File: src/rtl/pdr_mul.sv
// 32x32 unsigned multiplier, registered product
module pdr_mul (
  input  logic clk,
  input  logic [31:0] a,
  input  logic [31:0] b,
  output logic [63:0] p
);

  always_ff @(posedge clk) begin
    p <= 64'(a) * 64'(b);
  end

endmodule
File: config.mk
export PLATFORM = sky130hd
export DESIGN_NAME = pdr_mul
export DESIGN_NICKNAME = d
export VERILOG_FILES = /design/src/rtl/pdr_mul.sv
export SDC_FILE = /design/constraint.sdc
export NUM_CORES = 2
export LEC_CHECK = 0
export ABC_AREA = 1
export ABC_CLOCK_PERIOD_IN_PS = 10300
export BUFFER_PORTS_ARGS = -buffer_cell sky130_fd_sc_hd__buf_2
export CAP_MARGIN = 20
export CORE_ASPECT_RATIO = 1.1
export CORE_MARGIN = 2
export CORE_UTILIZATION = 25
export DETAILED_ROUTE_END_ITERATION = 12
export SLEW_MARGIN = 15
export SYNTH_ARGS = -nofsm -noshare
export SYNTH_HDL_FRONTEND = slang
export SYNTH_SLANG_ARGS = --single-unit
File: constraint.sdc
create_clock -name clk -period 10.3 [get_ports clk]
set_input_delay 1.545 -clock clk [delete_from_list [all_inputs] [get_ports clk]]
set_output_delay 1.545 -clock clk [all_outputs]
set_load 0.01 [all_outputs]
# Yosys cells after proc, flatten, opt, wreduce, memory -nomap -nowiden
# Index checks and enable logic that the tools add are counted.
[classes]
add_sub_neg = 0
n_mul = 1
n_div = 0
magnitude_cmp = 0
n_eq_ne = 0
shifts = 0
n_mux = 0
bitwise = 0
n_reduce_logical = 0
[op_table]
columns = ["op", "count"]
rows = [
  ["$mul A32 B32 Y64", 1],
]
[word_totals]
reg_bits = 64
latchBits = 0
ram_bits = 0
romBits = 0
inputBits = 65
out_inout_bits = 64
word_cells = 2
memories = 0

# Depth between registers and ports, before layout
[logic_depth]
depth_word = 1
mapped_depth = 30
ltp_nobuf = 29

# Worst setup path after synthesis
# Ideal clock, no wire load.
[synth_path]
path_type = "input-to-reg"
from = "input a[25]"
to = "register p[60]"
setup_ps = 112
arrival_time_ps = 7247
t_required_ps = 10188
path_slack_ps = 2941
stages = 26
n_path_buf = 1
cell_sequence = "clkbuf_1 > nand2_1 > fa_1 > inv_1 > fa_1 > inv_1 > fa_1 > inv_1 > fa_1 > fa_1 > fa_1 > fa_1 > inv_1 > fa_1 > inv_1 > ha_1 > nand2_1 > nand2_1 > a21oi_1 > nand2_1 > nand2_1 > nand2_1 > a21oi_1 > nand2_1 > nand2_1 > nand2_1"
[synth_between]
elab_chain_len = 1
[synth_rtl]
columns = ["item", "line", "text"]
rows = [
  ["from (decl)", "4", "input logic [31:0] a,"],
  ["$mul A32 B32 Y64", "10", "p <= 64'(a) * 64'(b);"],
  ["to (signal assigned)", "10", ""],
  ["to (decl)", "6", "output logic [63:0] p"],
]
# No other way between the ends.

# Final worst setup path
[layout_path]
from = "input b[8]"
to = "register p[30]"
[layout_between]
elab_chain_len = 1
[layout_rtl]
columns = ["item", "line", "text"]
rows = [
  ["from (decl)", "5", "input logic [31:0] b,"],
  ["$mul A32 B32 Y64", "10", ""],
]
# No other way between the ends.

==> impl_results.md <==
* Initial Util at between 20% and 30%
* Antenna violations before repair at 22
* Reg with most FFs: p
* Crit. End Element: flop
* CTS tree: done
* Crit path max fanout at 18
* Min Tclk post-route at 8.69 ns
* CORE AREA at roughly 150000 sq um
* ANT nets after route at 0
* RSZ-0062 raised after global routing: false
* Most used DFF post-synth: dfxtp_1
* CTS Sinks at 64
* Worst Hold Depth at 3
* Vias at between 20000 and 30000
* Multi-input gate area at ~29000 sq um
* Layout cell share with drive strength beyond 1 at between 4 and 5%
* DP HPWL at between 90000 and 100000 microns
* Worst path most repeated cell: fa_1
* Critical Path Slowest Stage Cell: fa_1
* Syn Std Cell Area at approximately 37000 sq um
* # setup viols final at 0
* Slew Viols, Final at 0
* Hold Crit Start: b[0]
* Root Driver: clkbuf_16
* Wire length of the first global-routing pass at roughly 180000 microns
* Synth Instances at 5023
* Critical Path AT at around 8.9 ns
* Synthesis-to-finish area growth at 7.58%
* Distinct cell type count after synthesis at 23
* Gpl congestion at 0.943
* Worst-Margin Slew at around 0.99 ns
* Sequential fraction of the synthesis area at 3.43%
* Synth area leaders: fa_1, inv_1, nand2_1, ha_1, dfxtp_1
* Setup TNS at 0 ns
* Seq cells post-synth at 64
* Startpoint Class: input port
* Syn_area_per_cell at approximately 7.4 sq um
* Nets at 6216
* Initial DRT Pass Iterations at 5
* Share of the synthesized area in the top cell type at ~48%
* Number of global-route vias before repair at 31546
* Async SR Flop Fraction at 0%
* Synth warn at 0
* Site Rows at 148
* Gr ovfl total at 0
* Top post-synthesis cells by count: inv_1, nand2_1, fa_1, ha_1, clkbuf_1
* Worst-path clk slew at about 0.09 ns
* Vias per cell at ~4.3
* Number of flops mapped to enable cells by yosys at 0
* Post-cts gate resize count at 0
* # DRC at 0
* Initial DRC count at roughly 2000
* Post-Syn Nets at ~6200
* Status: complete, no violations
* Inserted Clock Buffers at 9
* CP required at about 10 ns
* Worst hold path type: input port to flop
* Slowest Stage Delay on Critical Path at between 0.5 and 0.6 ns
* Largest net degree at the start of global routing at 33
* Fillers at 16079
* # IOs at about 130
* Die area at 153000 sq um
* Routed wire per std cell at 16.1 microns
* Final Hold Fails at 0
* DIE HEIGHT at slightly above 400 microns
* Final WL at ~110000 microns
* Max-Cap Viols at 0
* Biggest regs: p x64
* Port-buffer cells at approximately 130
* Area leader, netlist: fa_1
* CTS Hold Bufs at 0
* DIE WIDTH at roughly 370 microns
* WHS Endpoint: p[0]$_DFF_P_
* Bufs on Longest Clock Path at 2
* Most common cell in the netlist: inv_1
* Htree depth at 3
* Worst slew margin at around 34%
* Period utilization at a little over four fifths
* Post-CTS setup buffers at 0
* GRT Total Usage at ~15%
* Max reg flops at between 60 and 70
* Peak Freq at around 0.12 GHz
* Sequential cell area at about 1300 sq um
* Worst path cell trace: buf_2 > buf_4 > nand2_1 > inv_1 > fa_1 > fa_1 > inv_1 > fa_1 > fa_1 > fa_1 > inv_1 > fa_1 > fa_1 > fa_1 > ha_1 > nand2_1 > nor2_1 > inv_1 > nor2_1 > a21oi_1 > nand2_2 > xor2_1
* Crit Path Class: input port to flop
-- area by class of cell --
type / count / share of cell area, %
Clock buffer: 11 / 0.628
Sequential cell: 64 / 3.18
Clock inverter: 4 / 0.134
Antenna cell: 1 / 0.00622
Multi-Input combinational cell: 3032 / 71.8
Timing Repair Buffer: 150 / 2.00
Inverter: 1735 / 16.2
Tap cell: 1950 / 6.06
-- worst max-delay path, delay by kind of cell --
kind,cells,cell delay (ns)
compound gates,1,0.16
fa+ha+maj,9,4.39
simple gates,5,1.11
xor+xnor,1,0.56
buf+inv,6,1.06
-- metal layers --
metal  global-route usage [%]  vias to the layer above  part of all wire (%)
li1                         -                    13551                     -
met1                     19.6                    14836                    42
met2                     26.0                      955                    49
met3                     1.92                      189                   6.1
met4                     3.90                       10                   2.9
met5                        0                        -                 0.056
-- through the flow --
step | cell area (sq um) | hold slack [ns] | setup WS, ns | cells | utilization (%)
2_1_floorplan | 37400 | 1.64 | 2.94 | 5023 | -
3_3_place_gp | 39900 | 1.94 | 1.37 | 6931 | 26.9
4_1_cts | 40200 | 1.74 | 1.77 | 6946 | 27.1
3_5_place_dp | 39900 | 1.94 | 1.41 | 6931 | 26.9
6_report | 40200 | 1.75 | 1.61 | 6947 | 27.1
5_1_grt | 40200 | 1.78 | 1.50 | 6946 | 27.1
-- cells in the final DEF, fill, tap and decap left out, drive strengths merged, types with 11 or more instances in the layout --
master / netlist / routed
o21bai: 12 / 12
nor2: 101 / 101
xor2: 33 / 33
fa: 896 / 896
inv: 1735 / 1735
nor3: 18 / 18
nand2: 1581 / 1581
ha: 263 / 263
buf: 0 / 150
nand4: 16 / 16
a21oi: 43 / 43
clkbuf: 192 / 11
dfxtp: 64 / 64
nand3: 65 / 65
-- worst max-delay path by stage --
stage | startpoint | endpoint | slack [ns] | cells after the start
after floorplan | a[25] | p[60]$_DFF_P_ | 2.94 | 26
after detailed placement | b[8] | p[30]$_DFF_P_ | 1.41 | 22
after CTS | b[8] | p[30]$_DFF_P_ | 1.77 | 22
after global routing | b[8] | p[30]$_DFF_P_ | 1.50 | 22
after global placement | b[8] | p[30]$_DFF_P_ | 1.37 | 22
final | b[8] | p[30]$_DFF_P_ | 1.61 | 22
-- cells by family after synthesis --
| logic type | Yosys count | share of synthesized area (%) |
|---|---|---|
| fa+ha+maj | 1159 | 56.8 |
| xor+xnor | 35 | 0.820 |
| flops | 64 | 3.43 |
| buf+inv | 1927 | 19.3 |
| compound gates | 57 | 0.853 |
| simple gates | 1781 | 18.8 |
Power is not shown: default switching activity piles up to over one toggle a cycle in this logic, so the estimate is an artifact.
