==> config.mk <==
export PLATFORM = sky130hd
export DESIGN_NAME = pdr_cordic
export DESIGN_NICKNAME = d
export VERILOG_FILES = /design/src/rtl/pdr_pkg.sv /design/src/rtl/pdr_cordic.sv
export SDC_FILE = /design/constraint.sdc
export NUM_CORES = 1
export LEC_CHECK = 0
export ABC_AREA = 1
export BUFFER_PORTS_ARGS = -buffer_cell sky130_fd_sc_hd__buf_2
export CORE_MARGIN = 2
export CORE_UTILIZATION = 40
export CTS_CLUSTER_DIAMETER = 120
export DETAILED_ROUTE_END_ITERATION = 6
export SLEW_MARGIN = 20
export SYNTH_ARGS = -nofsm -noshare
export SYNTH_HDL_FRONTEND = slang
export SYNTH_SLANG_ARGS = --single-unit
==> constraint.sdc <==
create_clock -name clk -period 16.6 [get_ports clk]
set_input_delay 3.32 -clock clk [delete_from_list [all_inputs] [get_ports clk]]
set_output_delay 3.32 -clock clk [all_outputs]
set_load 0.01 [all_outputs]
==> src/rtl/pdr_pkg.sv <==
package pdr_pkg;

  localparam int CordicMax = 30;
  localparam int CordicIterDefault = 16;
  localparam logic [31:0] InvGain = 32'd652032874;
  localparam logic [63:0] HeadK = 64'd12025407501443285;
  localparam logic [33:0] StepCap = 34'h200000000;
  // ceil(2^74 / 10^6), exact quotient for dividends below 2^53
  localparam logic [63:0] UsRecip = 64'd18889465931478581;
  // smallest dividend whose quotient by 10^6 reaches the step cap
  localparam logic [53:0] CapDividend = 54'd8589934592000000;

  localparam logic [1:0] RegInitX = 2'd0;
  localparam logic [1:0] RegInitY = 2'd1;
  localparam logic [1:0] RegInitHeading = 2'd2;

  typedef struct packed {
    logic [47:0] stamp_us;
    logic signed [23:0] speed;
    logic signed [23:0] yaw_rate;
  } in_item_t;

  typedef struct packed {
    logic signed [31:0] out_x;
    logic signed [31:0] out_y;
    logic [31:0] out_heading;
    logic signed [31:0] quat_w;
    logic signed [31:0] quat_z;
  } out_item_t;

  function automatic logic [31:0] atan_entry(input logic [4:0] i);
    case (i)
      5'd0: atan_entry = 32'd536870912;
      5'd1: atan_entry = 32'd316933406;
      5'd2: atan_entry = 32'd167458907;
      5'd3: atan_entry = 32'd85004756;
      5'd4: atan_entry = 32'd42667331;
      5'd5: atan_entry = 32'd21354465;
      5'd6: atan_entry = 32'd10679838;
      5'd7: atan_entry = 32'd5340245;
      5'd8: atan_entry = 32'd2670163;
      5'd9: atan_entry = 32'd1335087;
      5'd10: atan_entry = 32'd667544;
      5'd11: atan_entry = 32'd333772;
      5'd12: atan_entry = 32'd166886;
      5'd13: atan_entry = 32'd83443;
      5'd14: atan_entry = 32'd41722;
      5'd15: atan_entry = 32'd20861;
      5'd16: atan_entry = 32'd10430;
      5'd17: atan_entry = 32'd5215;
      5'd18: atan_entry = 32'd2608;
      5'd19: atan_entry = 32'd1304;
      5'd20: atan_entry = 32'd652;
      5'd21: atan_entry = 32'd326;
      5'd22: atan_entry = 32'd163;
      5'd23: atan_entry = 32'd81;
      5'd24: atan_entry = 32'd41;
      5'd25: atan_entry = 32'd20;
      5'd26: atan_entry = 32'd10;
      5'd27: atan_entry = 32'd5;
      5'd28: atan_entry = 32'd3;
      5'd29: atan_entry = 32'd1;
      default: atan_entry = 32'd0;
    endcase
  endfunction

endpackage

==> src/rtl/pdr_cordic.sv <==
module pdr_cordic #(
  parameter int CORDIC_ITERATIONS = pdr_pkg::CordicIterDefault
) (
  input  logic clk,
  input  logic rst,
  input  logic start,
  input  logic [31:0] angle,
  output logic done,
  output logic signed [31:0] cos_out,
  output logic signed [31:0] sin_out
);

  logic signed [33:0] x, y, z;
  logic neg, busy;
  logic [4:0] iter;
  logic signed [33:0] xs, ys, fx, fy;
  logic signed [32:0] za;

  assign xs = x >>> iter;
  assign ys = y >>> iter;
  assign za = {angle[31], angle};
  assign fx = neg ? -x : x;
  assign fy = neg ? -y : y;

  always_ff @(posedge clk) begin
    if (rst) begin
      busy <= 1'b0;
      done <= 1'b0;
      iter <= '0;
    end else begin
      done <= 1'b0;
      if (start) begin
        busy <= 1'b1;
        iter <= '0;
        x <= 34'(pdr_pkg::InvGain);
        y <= '0;
        // fold into the right half plane
        if (za > 33'sd1073741824) begin
          z <= 34'(za) - 34'sd2147483648;
          neg <= 1'b1;
        end else if (za < -33'sd1073741824) begin
          z <= 34'(za) + 34'sd2147483648;
          neg <= 1'b1;
        end else begin
          z <= 34'(za);
          neg <= 1'b0;
        end
      end else if (busy) begin
        if (32'(iter) == CORDIC_ITERATIONS) begin
          busy <= 1'b0;
          done <= 1'b1;
          cos_out <= (fx > 34'sd1073741824) ? 32'sd1073741824 :
                     (fx < -34'sd1073741824) ? -32'sd1073741824 : 32'(fx);
          sin_out <= (fy > 34'sd1073741824) ? 32'sd1073741824 :
                     (fy < -34'sd1073741824) ? -32'sd1073741824 : 32'(fy);
        end else begin
          iter <= iter + 5'd1;
          if (!z[33]) begin
            x <= x - ys;
            y <= y + xs;
            z <= z - 34'(pdr_pkg::atan_entry(iter));
          end else begin
            x <= x + ys;
            y <= y - xs;
            z <= z + 34'(pdr_pkg::atan_entry(iter));
          end
        end
      end
    end
  end

endmodule

Yosys cells after proc, flatten, opt, wreduce, memory -nomap -nowiden. Memory sizes are Yosys's and may differ from the RTL's. A register that Yosys moved wholly into a read port is not among the register bits. Index checks and enable logic that the tools add are counted.

Flip-flop bits (word level): 174. Bits in latches: 0. Bits in writable memories: 0. Memory bits (read-only): 1920. Input port bits: 35. Output and inout bits: 65. Logic and storage cells: 82. Memories: 2.

Add/subtract/negate cells: 11. Multipliers: 0. Div/mod/pow operators: 0. Order comparisons: 6. Equal/unequal tests: 2. Shifts and indexed selects: 2. Multiplexer cells: 35. Bitwise gates (word level): 4. Reduce and logical (&&, ||, !) cells: 9.

Memory list: (name not given) (words 32, bits a word 30, rd ports 1, clocked after memory_dff 1, wr ports 0, RTL line pdr_pkg.sv:32) `case (i)`; (name not given) (words 32, bits a word 30, rd ports 1, clocked after memory_dff 1, wr ports 0, RTL line pdr_pkg.sv:32).

Operators by type and width (number): two-way mux 34 bit (14); two-way mux 32 bit (12); adder 34 bit (2); greater-than comparator 34 x 32 -> 1 bit, second input constant (2); less-than comparator 34 x 31 -> 1 bit, second input constant (2); negation 34 bit (2); >>> shifter 34 x 5 -> 34 bit (2); subtractor 34 bit (2); adder 32 x 33 -> 34 bit, second input constant (1); adder 34 x 32 -> 34 bit (1); subtractor 32 x 33 -> 34 bit, second input constant (1); subtractor 34 x 32 -> 34 bit (1); greater-than comparator 32 bit, second input constant (1); less-than comparator 32 x 31 -> 1 bit, second input constant (1); two-way mux 5 bit (4); OR reduction 2 bit (3); adder 5 x 1 -> 5 bit, second input constant (1); equality test 5 bit, second input constant (1); two-way mux 1 bit (5); NOT 1 bit (4); AND reduction 2 bit (2); AND reduction 4 bit (1); AND reduction 3 bit (1); OR reduction 3 bit (1); other kinds (2) (2).

Depth between registers and ports, before layout.
Depth after elaboration: 10. Depth in mapped cells: 34. Gate-level depth less buffers: 32.

Least setup slack after synthesis. No wires, ideal clock.

Kind: input-to-reg. Start: input port start. End: register x[0], enable pin. Library setup time: 0.597 ns. Arrival time: 8.770 ns. Required time: 16.003 ns. Slack: 7.232 ns. Stages: 4. Path through: clkinv_1 > clkbuf_1 > buf_2 > a21oi_1.

Cells in the longest elaborated chain, start to end: 2.

Ends and longest elaborated chain: start, declared (RTL line pdr_cordic.sv:6) `input logic start,`; inequality test 2 bit (no source line) or nonzero test 2 bit (tied branches); AND reduction 3 bit (no source line) *; end signal, assigned (RTL line pdr_cordic.sv:35) `x <= 34'(pdr_pkg::InvGain);`; end signal, assigned (RTL line pdr_cordic.sv:59) `x <= x - ys;`; end signal, assigned (RTL line pdr_cordic.sv:63) `x <= x + ys;`; end, declared (RTL line pdr_cordic.sv:13) `logic signed [33:0] x, y, z;`.

Every way passes the cells marked *; elsewhere a longest branch is shown, timed or not. A chain may end at the register's enable or synchronous reset.

Worst setup path after layout.
Start: register iter[2]. End: register y[24], data pin.

Cells in the longest elaborated chain, start to end: 5.

Ends and longest elaborated chain: start, declared (RTL line pdr_cordic.sv:15) `logic [4:0] iter;`; start signal, assigned (RTL line pdr_cordic.sv:57) `iter <= iter + 5'd1;`; >>> shifter 34 x 5 -> 34 bit * (RTL line pdr_cordic.sv:19) `assign xs = x >>> iter;`; adder 34 bit or subtractor 34 bit (tied branches) (RTL line pdr_cordic.sv:60, pdr_cordic.sv:64); two-way mux 34 bit * (RTL line pdr_cordic.sv:58) `if (!z[33]) begin`; two-way mux 34 bit * (RTL line pdr_cordic.sv:49) `if (32'(iter) == CORDIC_ITERATIONS) begin`; two-way mux 34 bit * (RTL line pdr_cordic.sv:48) `end else if (busy) begin`; end signal, assigned (RTL line pdr_cordic.sv:60) `y <= y + xs;`; end signal, assigned (RTL line pdr_cordic.sv:64) `y <= y - xs;`; end, declared (RTL line pdr_cordic.sv:13).

Every way passes the cells marked *; elsewhere a longest branch is shown, timed or not. The select of a mux whose other input is x is not followed.

==> results.toml <==
[run_status]
status = "complete, no violations"

[worst_hold_path]
hold_class = "flip-flop to flip-flop"
holdPathEnd = "done"
holdPathStages = 2
min_from = "busy"

[detailed_routing]
wl_per_cell_um = 17.2
drt-total-wl_um = 73000
via_per_inst = 5.45
detail-route-antenna-nets = 0
dr.first_iter.drc_count = 1903
vias = 23200
drc = 0
drt_first_pass_iters = 6

[synth]
syn_inst = 3499
postSynthAreaPerCell_um2 = 6.32
netlist_area_mm2 = 0.0221
seq_area_frac_synth_pct = 26.0
async_flop_share_pct = 0
synth_nets = 3652
synth_flop_cell = "edfxtp_1"
synth-edff-count = 167
synth-seq-cells = 204
synth.distinct_cells = 59
yosysWarnings = 0

[setup_path]
path_buf_inv = 5
worst_setup_path_end_kind = "flip-flop"
crit_family = "simple AND/OR/NAND/NOR gates"
cp_max_fo = 54
rrSetupSlack_ps = 10520
critPathLaunchType = "flip-flop"
worstPathRequired_ps = 16930
crit_type = "flip-flop to flip-flop"
slowest_delay_ps = 870
r2r-end = "y[24]"
arrival_ps = 6410
r2r_cells = 25
r2r-start = "iter[2]"
slowest_stage = "nor2_1"
cpMostUsedCell = "nand2_1"

[clock_tree]
cts.clk_slew.worst_paths_ps = 60
cts-root-buf = "clkbuf_16"
cts_made_buffers = 27
clock_sinks = 204
hold_buffers = 0
clk-insertion-delay-late_ps = 580
htreeDepth = 1
post_cts_resized = 0
post_cts_buffers = 0
clockBufferDepth = 3
cts_tree = "done"

[timing]
finalHoldViolCount = 0
relSlewSlack_pct = 37.9
setup_slack_ps = 10520
tightest_slew_ps = 928
skew_ps = 15.2
final-setup-viol-count = 0
rsz0062_at_grt = "no"
setup_tns_ps = 0
drv_slew = 0
hold_slack_ps = 628
min_period_ps = 6080
timing.fmax_mhz = 164
finalCritPeriodShare_pct = 36.6

[global_route]
antenna_found_initial = 0
grt_pass1_wl_um = 115000
grt_max_degree = 73
grt_pass1_vias = 21200
overflow = 0
grtUsageTotal_pct = 25.2

[place]
portBuffers = 99
place_ws_ps = 10430
gp_congestion = 1.01
dp.final_hpwl_um = 56900

[power_and_ir_drop]
p_per_area_mw_per_mm2 = 114
peakVddDrop_mv = 0.0815
power.leakage_uw = 0.0114

[floorplanning]
io_pins = 100
initial_core_util_pct = 40.3
fp.coreArea_mm2 = 0.0549
die-area_mm2 = 0.0572
placementRows = 86
die_w_um = 239
fp.dieH_um = 239

[layout]
fillCellCount = 5987
multiInputGateArea_mm2 = 0.0142
num_antenna_cells = 0
finalNetCount = 3677
finish.utilization_pct = 43.7
layout-drive-gt1-share_pct = 8.07
seqCellArea_mm2 = 0.00576
area_growth_pct = 8.41

[job]
cap_violations = 0
[cells in the final DEF (no fill, tap or decap), types with 22 or more instances in the layout]
cell         n
clkbuf_16   30
xnor2_1     23
inv_1      390
o21ai_1     22
nand3_1    467
dfxtp_1     32
or2_2       31
nor2_1     397
nor3_1      36
ha_1       115
nand2_1    916
edfxtp_1   167
nand4_1     38
a21oi_1    204
xor2_1     103
buf_2       99
a31oi_1     25
inv_2       25
o21ai_0    180
[metal layers]
layer	track usage [%]	share of wire [%]	vias to the layer above	wire, um
li1	-	-	11700	-
met1	33.6	44	10500	32100
met2	42.7	46	790	33800
met3	2.85	6.6	127	4810
met4	7.39	3.1	0	2260
met5	0	0	-	0
[worst max path at each step]
stage             from        end  cells past startpoint
3_5_place_dp     start  flip-flop                     10
6_report       iter[2]      y[24]                     25
2_1_floorplan    start       x[0]                      4
4_1_cts        iter[2]      y[24]                     25
5_1_grt        iter[2]      y[22]                     22
3_3_place_gp     start  flip-flop                     10
[power by group]
group	internal (uW)	leakage [uW]	switching (uW)	total, uW
clock network	363	0.000460	248	610
logic	458	0.00902	922	1380
registers	634	0.00187	102	737
[worst register-to-register path: cells and delay by family, from the launching register on]
kind	cells	cell delay [ps]
compound gates	6	1370
flops	1	310
buf+inv	5	1350
fa+ha+maj	2	780
simple gates	12	2010
[logic make-up (layout without fill, tap and decap cells)]
kind of cell | count (synthesis) | in the layout | synth area share, %
buffers and inverters | 537 | 582 | 9.77
flip-flops | 204 | 204 | 26.0
AND/OR/NAND/NOR | 1967 | 1967 | 38.3
adder cells (fa/ha/maj) | 118 | 118 | 6.78
AO/OA/AOI/OAI | 547 | 547 | 14.1
XOR/XNOR | 126 | 126 | 4.99
[synth_stat cells (8+ instances only)]
library cell / instances / area share (%)
nand2_1: 916 / 16
nand3_1: 467 / 11
nor2_1: 398 / 6.8
inv_1: 390 / 6.6
a21oi_1: 205 / 4.6
o21ai_0: 180 / 4.1
edfxtp_1: 167 / 23
ha_1: 115 / 6.5
xor2_1: 103 / 4.1
buf_2: 44 / 1.0
clkbuf_1: 38 / 0.65
nand4_1: 38 / 1.1
dfxtp_1: 37 / 3.3
nor3_1: 36 / 0.81
or2_2: 31 / 0.88
a31oi_1: 25 / 0.71
buf_1: 24 / 0.41
inv_2: 24 / 0.41
xnor2_1: 23 / 0.91
o21ai_1: 22 / 0.50
nor4_1: 21 / 0.59
o21a_1: 20 / 0.68
a21o_1: 18 / 0.61
nand2_2: 18 / 0.51
nor2_2: 15 / 0.42
o211ai_1: 14 / 0.48
buf_6: 9 / 0.46
a21boi_0: 8 / 0.27
[metrics by stage]
step | cells | power [uW] | cell area, um2
3_5_place_dp | 4199 | 2100 | 23000
2_1_floorplan | 3499 | 1730 | 22100
3_3_place_gp | 4199 | 2100 | 23000
6_report | 4248 | 2730 | 24000
5_1_grt | 4248 | 2950 | 24000
4_1_cts | 4248 | 2730 | 24000
[final cells by class]
cell class | instances | area share (%)
tap | 704 | 3.67
clock buffer | 32 | 3.20
multi-input combinational | 2758 | 59.3
timing repair buffer | 116 | 2.60
inverter | 417 | 6.54
clock inverter | 17 | 0.647
sequential | 204 | 24.0
Power figures use the tool's default switching activity.
